<file path="src/hdl/kfl_pkg.sv">
// ----------------------------------------------------------------------------
// kfl_pkg
// Types, codes and constants shared by the key state frame latch modules.
// ----------------------------------------------------------------------------
`default_nettype none

package kfl_pkg;

  localparam int NUM_KEYS_DEF = 128;
  localparam int KEY_W        = 8;
  localparam int REG_W        = 7;
  localparam int WHEEL_W      = 16;
  localparam int FLAG_W       = 4;

  // Item modes.
  localparam logic [1:0] MODE_EVENT = 2'd0;
  localparam logic [1:0] MODE_TICK  = 2'd1;
  localparam logic [1:0] MODE_CLEAR = 2'd2;

  // Configuration register indexes.
  localparam logic CFG_WHEEL_UP   = 1'b0;
  localparam logic CFG_WHEEL_DOWN = 1'b1;

  // Flag bit positions.
  localparam int FL_REAL  = 0;
  localparam int FL_DELAY = 1;
  localparam int FL_CUR   = 2;
  localparam int FL_LAST  = 3;

  typedef struct packed {
    logic [1:0]       mode;
    logic [KEY_W-1:0] key_index;
    logic             is_down;
  } kfl_in_t;

  typedef struct packed {
    logic                      key_on;
    logic                      key_pressed;
    logic                      key_released;
    logic signed [WHEEL_W-1:0] frame_wheel;
  } kfl_out_t;

  typedef struct packed {
    logic              we;
    logic              clr;
    logic [KEY_W-1:0]  waddr;
    logic [FLAG_W-1:0] wdata;
    logic [KEY_W-1:0]  raddr;
  } kfl_mem_ctl_t;

  typedef enum logic [1:0] {
    FU_DOWN,
    FU_UP,
    FU_ADVANCE
  } kfl_fu_op_t;

  typedef enum logic [2:0] {
    S_IDLE,
    S_EV_RD,
    S_EV_WR,
    S_TICK,
    S_CLR,
    S_RPT_RD,
    S_RPT
  } kfl_state_t;

endpackage

`default_nettype wire

</file>
<file path="src/hdl/kfl_flag_mem.sv">
// ----------------------------------------------------------------------------
// kfl_flag_mem
// Per-key flag memory with one write and one registered read port. Valid
// bits make a never-written or cleared entry read as all zero.
// ----------------------------------------------------------------------------
`default_nettype none

module kfl_flag_mem #(
  parameter int NUM_KEYS = kfl_pkg::NUM_KEYS_DEF,
  parameter int AW       = 7
) (
  input  wire logic                          clk,
  input  wire logic                          rst_n,
  input  wire kfl_pkg::kfl_mem_ctl_t         ctl,
  output logic [kfl_pkg::FLAG_W-1:0]         rd_flags
);
  import kfl_pkg::*;

  logic [FLAG_W-1:0] mem [NUM_KEYS];
  logic [NUM_KEYS-1:0] vld_r;
  logic [FLAG_W-1:0] rd_data_r;
  logic              rd_vld_r;

  always_ff @(posedge clk) begin
    if (ctl.we) begin
      mem[ctl.waddr[AW-1:0]] <= ctl.wdata;
    end
    rd_data_r <= mem[ctl.raddr[AW-1:0]];
  end

  always_ff @(posedge clk) begin
    if (!rst_n || ctl.clr) begin
      vld_r    <= '0;
      rd_vld_r <= 1'b0;
    end else begin
      if (ctl.we) begin
        vld_r[ctl.waddr[AW-1:0]] <= 1'b1;
      end
      rd_vld_r <= vld_r[ctl.raddr[AW-1:0]];
    end
  end

  assign rd_flags = rd_vld_r ? rd_data_r : '0;

endmodule

`default_nettype wire

</file>
<file path="src/hdl/kfl_flag_unit.sv">
// ----------------------------------------------------------------------------
// kfl_flag_unit
// Shared flag update unit: applies a key down, a key up or a frame advance
// to one entry's flags.
// ----------------------------------------------------------------------------
`default_nettype none

module kfl_flag_unit (
  input  wire kfl_pkg::kfl_fu_op_t          op,
  input  wire logic [kfl_pkg::FLAG_W-1:0]   flags_in,
  input  wire logic                         clr_real,
  output logic [kfl_pkg::FLAG_W-1:0]        flags_out,
  output logic                              on
);
  import kfl_pkg::*;

  logic real_q;

  always_comb begin
    real_q    = flags_in[FL_REAL] & ~clr_real;
    on        = real_q | flags_in[FL_DELAY];
    flags_out = flags_in;
    case (op)
      FU_DOWN: begin
        flags_out[FL_REAL]  = 1'b1;
        flags_out[FL_DELAY] = 1'b1;
      end
      FU_UP: begin
        flags_out[FL_REAL] = 1'b0;
      end
      FU_ADVANCE: begin
        flags_out[FL_REAL]  = real_q;
        flags_out[FL_DELAY] = 1'b0;
        flags_out[FL_CUR]   = on;
        flags_out[FL_LAST]  = flags_in[FL_CUR];
      end
      default: begin
        flags_out = flags_in;
      end
    endcase
  end

endmodule

`default_nettype wire

</file>
<file path="src/hdl/key_state_frame_latch.sv">
// Key event: read, modify and write back, re-read, then the result is registered (states
// EV_RD, EV_WR, RPT_RD, RPT). Frame tick: sweeps the flag memory, one key a cycle.
// Clear: clears the flag memory, then reports; mode 3 and key events outside the key range
// go straight to the report. One item at a time, the next one taken in the cycle after its
// result loads, even while it still waits. Reset (synchronous, rst_n low) zeroes all flags
// via valid bits and both wheel values, and loads the wheel keys with 126 and 127.
// ----------------------------------------------------------------------------
// key_state_frame_latch
// Latches key down/up events into per-key real, delayed, current and last
// flags, advances them on a frame tick and tracks a wrapping wheel count.
// ----------------------------------------------------------------------------
`default_nettype none

module key_state_frame_latch #(
  parameter int NUM_KEYS = kfl_pkg::NUM_KEYS_DEF
) (
  input  wire logic                       clk,
  input  wire logic                       rst_n,
  input  wire logic                       in_valid,
  output logic                            in_stall,
  input  wire kfl_pkg::kfl_in_t           in_data,
  output logic                            out_valid,
  input  wire logic                       out_stall,
  output kfl_pkg::kfl_out_t               out_data,
  input  wire logic                       cfg_we,
  input  wire logic                       cfg_index,
  input  wire logic [kfl_pkg::REG_W-1:0]  cfg_wdata
);
  import kfl_pkg::*;

  localparam int AW = (NUM_KEYS > 1) ? $clog2(NUM_KEYS) : 1;
  localparam int CW = $clog2(NUM_KEYS + 1);

  kfl_state_t state_r, state_nxt;
  kfl_in_t    item_r, item_nxt;
  logic [CW-1:0] cnt_r, cnt_nxt;
  logic [CW-1:0] cnt_m1;
  logic       any_acc_r, any_acc_nxt;
  logic       any_cur_r, any_cur_nxt;
  logic       any_last_r, any_last_nxt;
  logic [WHEEL_W-1:0] pend_r, pend_nxt;
  logic [WHEEL_W-1:0] latch_r, latch_nxt;
  logic [REG_W-1:0]   up_key_r, down_key_r;
  logic       out_valid_r, out_valid_nxt;
  kfl_out_t   out_r, out_nxt;

  kfl_mem_ctl_t      mem_ctl;
  logic [FLAG_W-1:0] rd_flags;
  kfl_fu_op_t        fu_op;
  logic              fu_clr_real;
  logic [FLAG_W-1:0] fu_flags;
  logic              fu_on;
  logic [KEY_W-1:0]  sweep_key;
  logic              key_in_range;
  logic [FLAG_W-1:0] rpt_flags;

  kfl_flag_mem #(
    .NUM_KEYS (NUM_KEYS),
    .AW       (AW)
  ) u_mem (
    .clk      (clk),
    .rst_n    (rst_n),
    .ctl      (mem_ctl),
    .rd_flags (rd_flags)
  );

  kfl_flag_unit u_fu (
    .op        (fu_op),
    .flags_in  (rd_flags),
    .clr_real  (fu_clr_real),
    .flags_out (fu_flags),
    .on        (fu_on)
  );

  always_ff @(posedge clk) begin
    if (!rst_n) begin
      up_key_r   <= REG_W'(126);
      down_key_r <= REG_W'(127);
    end else if (cfg_we) begin
      case (cfg_index)
        CFG_WHEEL_UP:   up_key_r   <= cfg_wdata;
        CFG_WHEEL_DOWN: down_key_r <= cfg_wdata;
        default: begin
        end
      endcase
    end
  end

  always_ff @(posedge clk) begin
    if (!rst_n) begin
      state_r     <= S_IDLE;
      cnt_r       <= '0;
      any_acc_r   <= 1'b0;
      any_cur_r   <= 1'b0;
      any_last_r  <= 1'b0;
      pend_r      <= '0;
      latch_r     <= '0;
      out_valid_r <= 1'b0;
    end else begin
      state_r     <= state_nxt;
      cnt_r       <= cnt_nxt;
      any_acc_r   <= any_acc_nxt;
      any_cur_r   <= any_cur_nxt;
      any_last_r  <= any_last_nxt;
      pend_r      <= pend_nxt;
      latch_r     <= latch_nxt;
      out_valid_r <= out_valid_nxt;
    end
  end

  always_ff @(posedge clk) begin
    item_r <= item_nxt;
    out_r  <= out_nxt;
  end

  assign cnt_m1       = cnt_r - CW'(1);
  assign sweep_key    = KEY_W'(cnt_m1);
  assign key_in_range = item_r.key_index < KEY_W'(NUM_KEYS);

  always_comb begin
    if (key_in_range) begin
      rpt_flags = rd_flags;
    end else if (item_r.key_index == KEY_W'(NUM_KEYS)) begin
      rpt_flags = '0;
      rpt_flags[FL_CUR]  = any_cur_r;
      rpt_flags[FL_LAST] = any_last_r;
    end else begin
      rpt_flags = '0;
    end
  end

  always_comb begin
    state_nxt     = state_r;
    item_nxt      = item_r;
    cnt_nxt       = cnt_r;
    any_acc_nxt   = any_acc_r;
    any_cur_nxt   = any_cur_r;
    any_last_nxt  = any_last_r;
    pend_nxt      = pend_r;
    latch_nxt     = latch_r;
    out_valid_nxt = out_valid_r;
    out_nxt       = out_r;
    in_stall      = 1'b1;
    fu_op         = FU_ADVANCE;
    fu_clr_real   = 1'b0;
    mem_ctl       = '0;
    mem_ctl.raddr = item_r.key_index;
    mem_ctl.waddr = item_r.key_index;
    mem_ctl.wdata = fu_flags;

    if (out_valid_r && !out_stall) begin
      out_valid_nxt = 1'b0;
    end

    case (state_r)
      S_IDLE: begin
        in_stall = 1'b0;
        if (in_valid) begin
          item_nxt = in_data;
          if (in_data.mode == MODE_EVENT && in_data.key_index < KEY_W'(NUM_KEYS)) begin
            state_nxt = S_EV_RD;
          end else if (in_data.mode == MODE_TICK) begin
            state_nxt   = S_TICK;
            cnt_nxt     = '0;
            any_acc_nxt = 1'b0;
          end else if (in_data.mode == MODE_CLEAR) begin
            state_nxt = S_CLR;
          end else begin
            state_nxt = S_RPT_RD;
          end
        end
      end
      S_EV_RD: begin
        state_nxt = S_EV_WR;
      end
      S_EV_WR: begin
        fu_op      = item_r.is_down ? FU_DOWN : FU_UP;
        mem_ctl.we = 1'b1;
        if (item_r.is_down) begin
          if (item_r.key_index == {1'b0, up_key_r}) begin
            pend_nxt = pend_r + WHEEL_W'(1);
          end else if (item_r.key_index == {1'b0, down_key_r}) begin
            pend_nxt = pend_r - WHEEL_W'(1);
          end
        end
        state_nxt = S_RPT_RD;
      end
      S_TICK: begin
        // Read entry cnt while entry cnt-1, read last cycle, is written back.
        mem_ctl.raddr = KEY_W'(cnt_r);
        mem_ctl.waddr = sweep_key;
        fu_clr_real   = (sweep_key == {1'b0, up_key_r}) ||
                        (sweep_key == {1'b0, down_key_r});
        cnt_nxt       = cnt_r + CW'(1);
        if (cnt_r != '0) begin
          mem_ctl.we  = 1'b1;
          any_acc_nxt = any_acc_r | fu_on;
        end
        if (cnt_r == CW'(NUM_KEYS)) begin
          any_cur_nxt  = any_acc_r | fu_on;
          any_last_nxt = any_cur_r;
          latch_nxt    = pend_r;
          pend_nxt     = '0;
          state_nxt    = S_RPT_RD;
        end
      end
      S_CLR: begin
        mem_ctl.clr  = 1'b1;
        any_cur_nxt  = 1'b0;
        any_last_nxt = 1'b0;
        pend_nxt     = '0;
        latch_nxt    = '0;
        state_nxt    = S_RPT_RD;
      end
      S_RPT_RD: begin
        state_nxt = S_RPT;
      end
      S_RPT: begin
        if (!out_valid_r || !out_stall) begin
          out_nxt.key_on       = rpt_flags[FL_CUR];
          out_nxt.key_pressed  = rpt_flags[FL_CUR] & ~rpt_flags[FL_LAST];
          out_nxt.key_released = ~rpt_flags[FL_CUR] & rpt_flags[FL_LAST];
          out_nxt.frame_wheel  = latch_r;
          out_valid_nxt        = 1'b1;
          state_nxt            = S_IDLE;
        end
      end
      default: begin
        state_nxt = S_IDLE;
      end
    endcase
  end

  assign out_valid = out_valid_r;
  assign out_data  = out_r;

endmodule

`default_nettype wire

</file>
<file path="config.mk">
export PLATFORM = sky130hd
export DESIGN_NAME = key_state_frame_latch
export DESIGN_NICKNAME = d
export VERILOG_FILES = /design/src/hdl/kfl_pkg.sv /design/src/hdl/kfl_flag_mem.sv /design/src/hdl/kfl_flag_unit.sv /design/src/hdl/key_state_frame_latch.sv
export SDC_FILE = /design/constraint.sdc
export NUM_CORES = 1
export LEC_CHECK = 0
export BUFFER_PORTS_ARGS = -buffer_cell sky130_fd_sc_hd__buf_2
export CORE_ASPECT_RATIO = 1.25
export CORE_MARGIN = 2
export CORE_UTILIZATION = 57
export DETAILED_ROUTE_END_ITERATION = 6
export PLACE_DENSITY = 0.88
export SYNTH_ARGS = -nofsm -noshare
export SYNTH_HDL_FRONTEND = slang
export SYNTH_HIERARCHICAL = 1
export SYNTH_SLANG_ARGS = --single-unit
</file>
<file path="constraint.sdc">
create_clock -name clk -period 6.59 [get_ports clk]
set_input_delay 1.318 -clock clk [delete_from_list [all_inputs] [get_ports clk]]
set_output_delay 1.318 -clock clk [all_outputs]
set_load 0.03 [all_outputs]
</file>
==> impl_metrics.env <==
export IMPL_post_cts_buffers=0
export IMPL_fin_tns_setup_ns=0
export IMPL_clock_latency_ns=0.61
export IMPL_viasPerCell=6.52
export IMPL_wl_per_cell_um=25.3
export IMPL_io_buffers=44
export IMPL_rsz0062_at_grt="false"
export IMPL_drive_above_1_share=0.141
export IMPL_critPathArrivalTime_ns=4.83
export IMPL_syn_num_nets=2184
export IMPL_fillers=3392
export IMPL_placed_area_mm2=0.0305
export IMPL_drv_slew=0
export IMPL_fp_dieH_um=260
export IMPL_grt_pass1_wl_um=111000
export IMPL_hold_class="flop to flop"
export IMPL_core_area_mm2=0.0517
export IMPL_die_area_mm2=0.0543
export IMPL_fin_crit_sh=0.664
export IMPL_num_rows=93
export IMPL_cp_start_kind="flop"
export IMPL_die_w_um=209
export IMPL_drtIter0Drc=2477
export IMPL_synthesis_area_mm2=0.0299
export IMPL_totalWireLength_um=73000
export IMPL_cts_buffers=68
export IMPL_fmax_mhz=228
export IMPL_hpwlAfterDp_um=45100
export IMPL_antenna_found_initial=0
export IMPL_ios=45
export IMPL_ir_drop_v=0.000175
export IMPL_violations="DRC"
export IMPL_synth_warnings=6
export IMPL_ant_nets=0
export IMPL_cts_tree="yes"
export IMPL_clock_path_buffers=3
export IMPL_globalRouteOverflowTotal=0
export IMPL_cts_clk_slew_worst_paths_ns=0.07
export IMPL_layout_nets=2211
export IMPL_cts_root_buf="clkbuf_16"
export IMPL_synthCells=2140
export IMPL_avgSynthCellArea_um2=14.0
export IMPL_worst_slew_pin_slew_ns=1.37
export IMPL_place_congestion=0.909
export IMPL_drtPass1Iterations=7
export IMPL_finClkSkew_ns=0.0225
export IMPL_via_count=18800
export IMPL_synthToLayoutAreaGrowth_pct=10.2
export IMPL_drc=2
export IMPL_grt_pass1_vias=19100
export IMPL_start_util=0.578
export IMPL_hold_buffers=0
export IMPL_required_ns=7.04
export IMPL_path_max_fanout=19
export IMPL_setup_viol=0
export IMPL_slew_headroom=0.0897
export IMPL_power_density_mw_per_mm2=325
export IMPL_status="complete, but fails checks"
export IMPL_grtUsageTotal=0.270
export IMPL_cts_htree_levels=3
export IMPL_n_antenna_cell=0
export IMPL_max_cap_violations=0
export IMPL_min_period_ns=4.38
export IMPL_cts_sinks=734
export IMPL_endpoint_kind="flop"
export IMPL_cts_resized_gates=0
export IMPL_finalInstanceArea_mm2=0.0329
export IMPL_hold_violations=0
export IMPL_cellLeakagePower_uw=0.0112
export IMPL_worstSetupPathType="flop to flop"
export IMPL_grt_max_degree=129
-- critical path, stage by stage (launching register included) --
cell	delay, ns
dfxtp_1	0.44
nor2b_1	0.35
nand2_1	0.51
o21ai_0	1.09
or3b_2	0.32
or2_1	0.88
nor2_1	0.32
nor2_1	0.22
nor2_1	0.07
-- through the flow --
stage	util	hold WS, ns	total power [µW]	setup WS, ns	cells
2_1_floorplan	-	0.408	6270	-0.489	2140
3_5_place_dp	0.591	0.416	6630	2.43	2762
3_3_place_gp	0.591	0.418	6570	2.62	2762
4_1_cts	0.637	0.435	10700	2.43	2888
5_1_grt	0.637	0.442	11000	1.98	2888
6_report	0.637	0.433	10700	2.21	2888
-- per-layer routing --
layer  up-vias  global-route usage  share of wire
met4         0               0.172          0.064
met2      1282               0.471           0.51
met1      9220               0.307           0.33
met5         -                   0              0
met3       329              0.0496          0.097
li1       7997                   -              -
-- layout make-up --
cell class | count | area, µm² | share of cell area
inverters | 17 | 63.8 | 0.00194
flip-flops and latches | 734 | 20100 | 0.611
repair buffers | 68 | 425 | 0.0129
clock buffers | 98 | 1970 | 0.0598
well taps | 665 | 832 | 0.0253
multi-input cells | 1278 | 9120 | 0.277
clock inverters | 28 | 385 | 0.0117
-- power breakdown --
part           switching (µW)  internal (µW)  leakage, µW  total [µW]
logic                     920            469      0.00345        1390
clock network            1690           2410      0.00114        4110
registers                55.6           5140      0.00658        5190
total                    2670           8020       0.0112       10700
-- state kept, by name (all words and copies together), names as in the netlist --
signal / count
u_mem/rd_vld_r: 1
any_cur_r: 1
any_acc_r: 1
latch_r: 16
any_last_r: 1
down_key_r: 7
out_data: 19
u_mem/rd_data_r: 4
cnt_r: 8
pend_r: 16
up_key_r: 7
item_r: 9
out_valid: 1
state_r: 3
u_mem/mem: 512
u_mem/vld_r: 128
-- path summary, 6_finish.rpt --
kind                                   from               end  slack [ns]  cells after the start
worst max-delay path             state_r[1]  u_mem/vld_r[114]        2.21                      8
worst min-delay path            latch_r[13]      out_data[13]        0.43                      0
worst max register to register   state_r[1]  u_mem/vld_r[114]        2.21                      8
worst min register to register  latch_r[13]      out_data[13]        0.43                      0
-- cells in the final DEF, fill, tap and decap left out, types with 12 or more instances in the layout --
| master | n |
|---|---|
| nor2b_1 | 12 |
| nand3_1 | 63 |
| a21oi_1 | 63 |
| mux4_2 | 109 |
| edfxtp_1 | 540 |
| nand2_1 | 170 |
| xor2_1 | 31 |
| o21ai_0 | 22 |
| buf_4 | 22 |
| clkbuf_1 | 18 |
| buf_2 | 44 |
| nor3_1 | 13 |
| o211ai_1 | 13 |
| nor2_1 | 420 |
| dfxtp_1 | 194 |
| a22oi_1 | 66 |
| ha_1 | 19 |
| o21a_1 | 12 |
| xnor2_1 | 19 |
| clkbuf_16 | 71 |
| inv_1 | 16 |
| mux2i_1 | 109 |
Note: power is estimated with default switching activity, not from simulation.
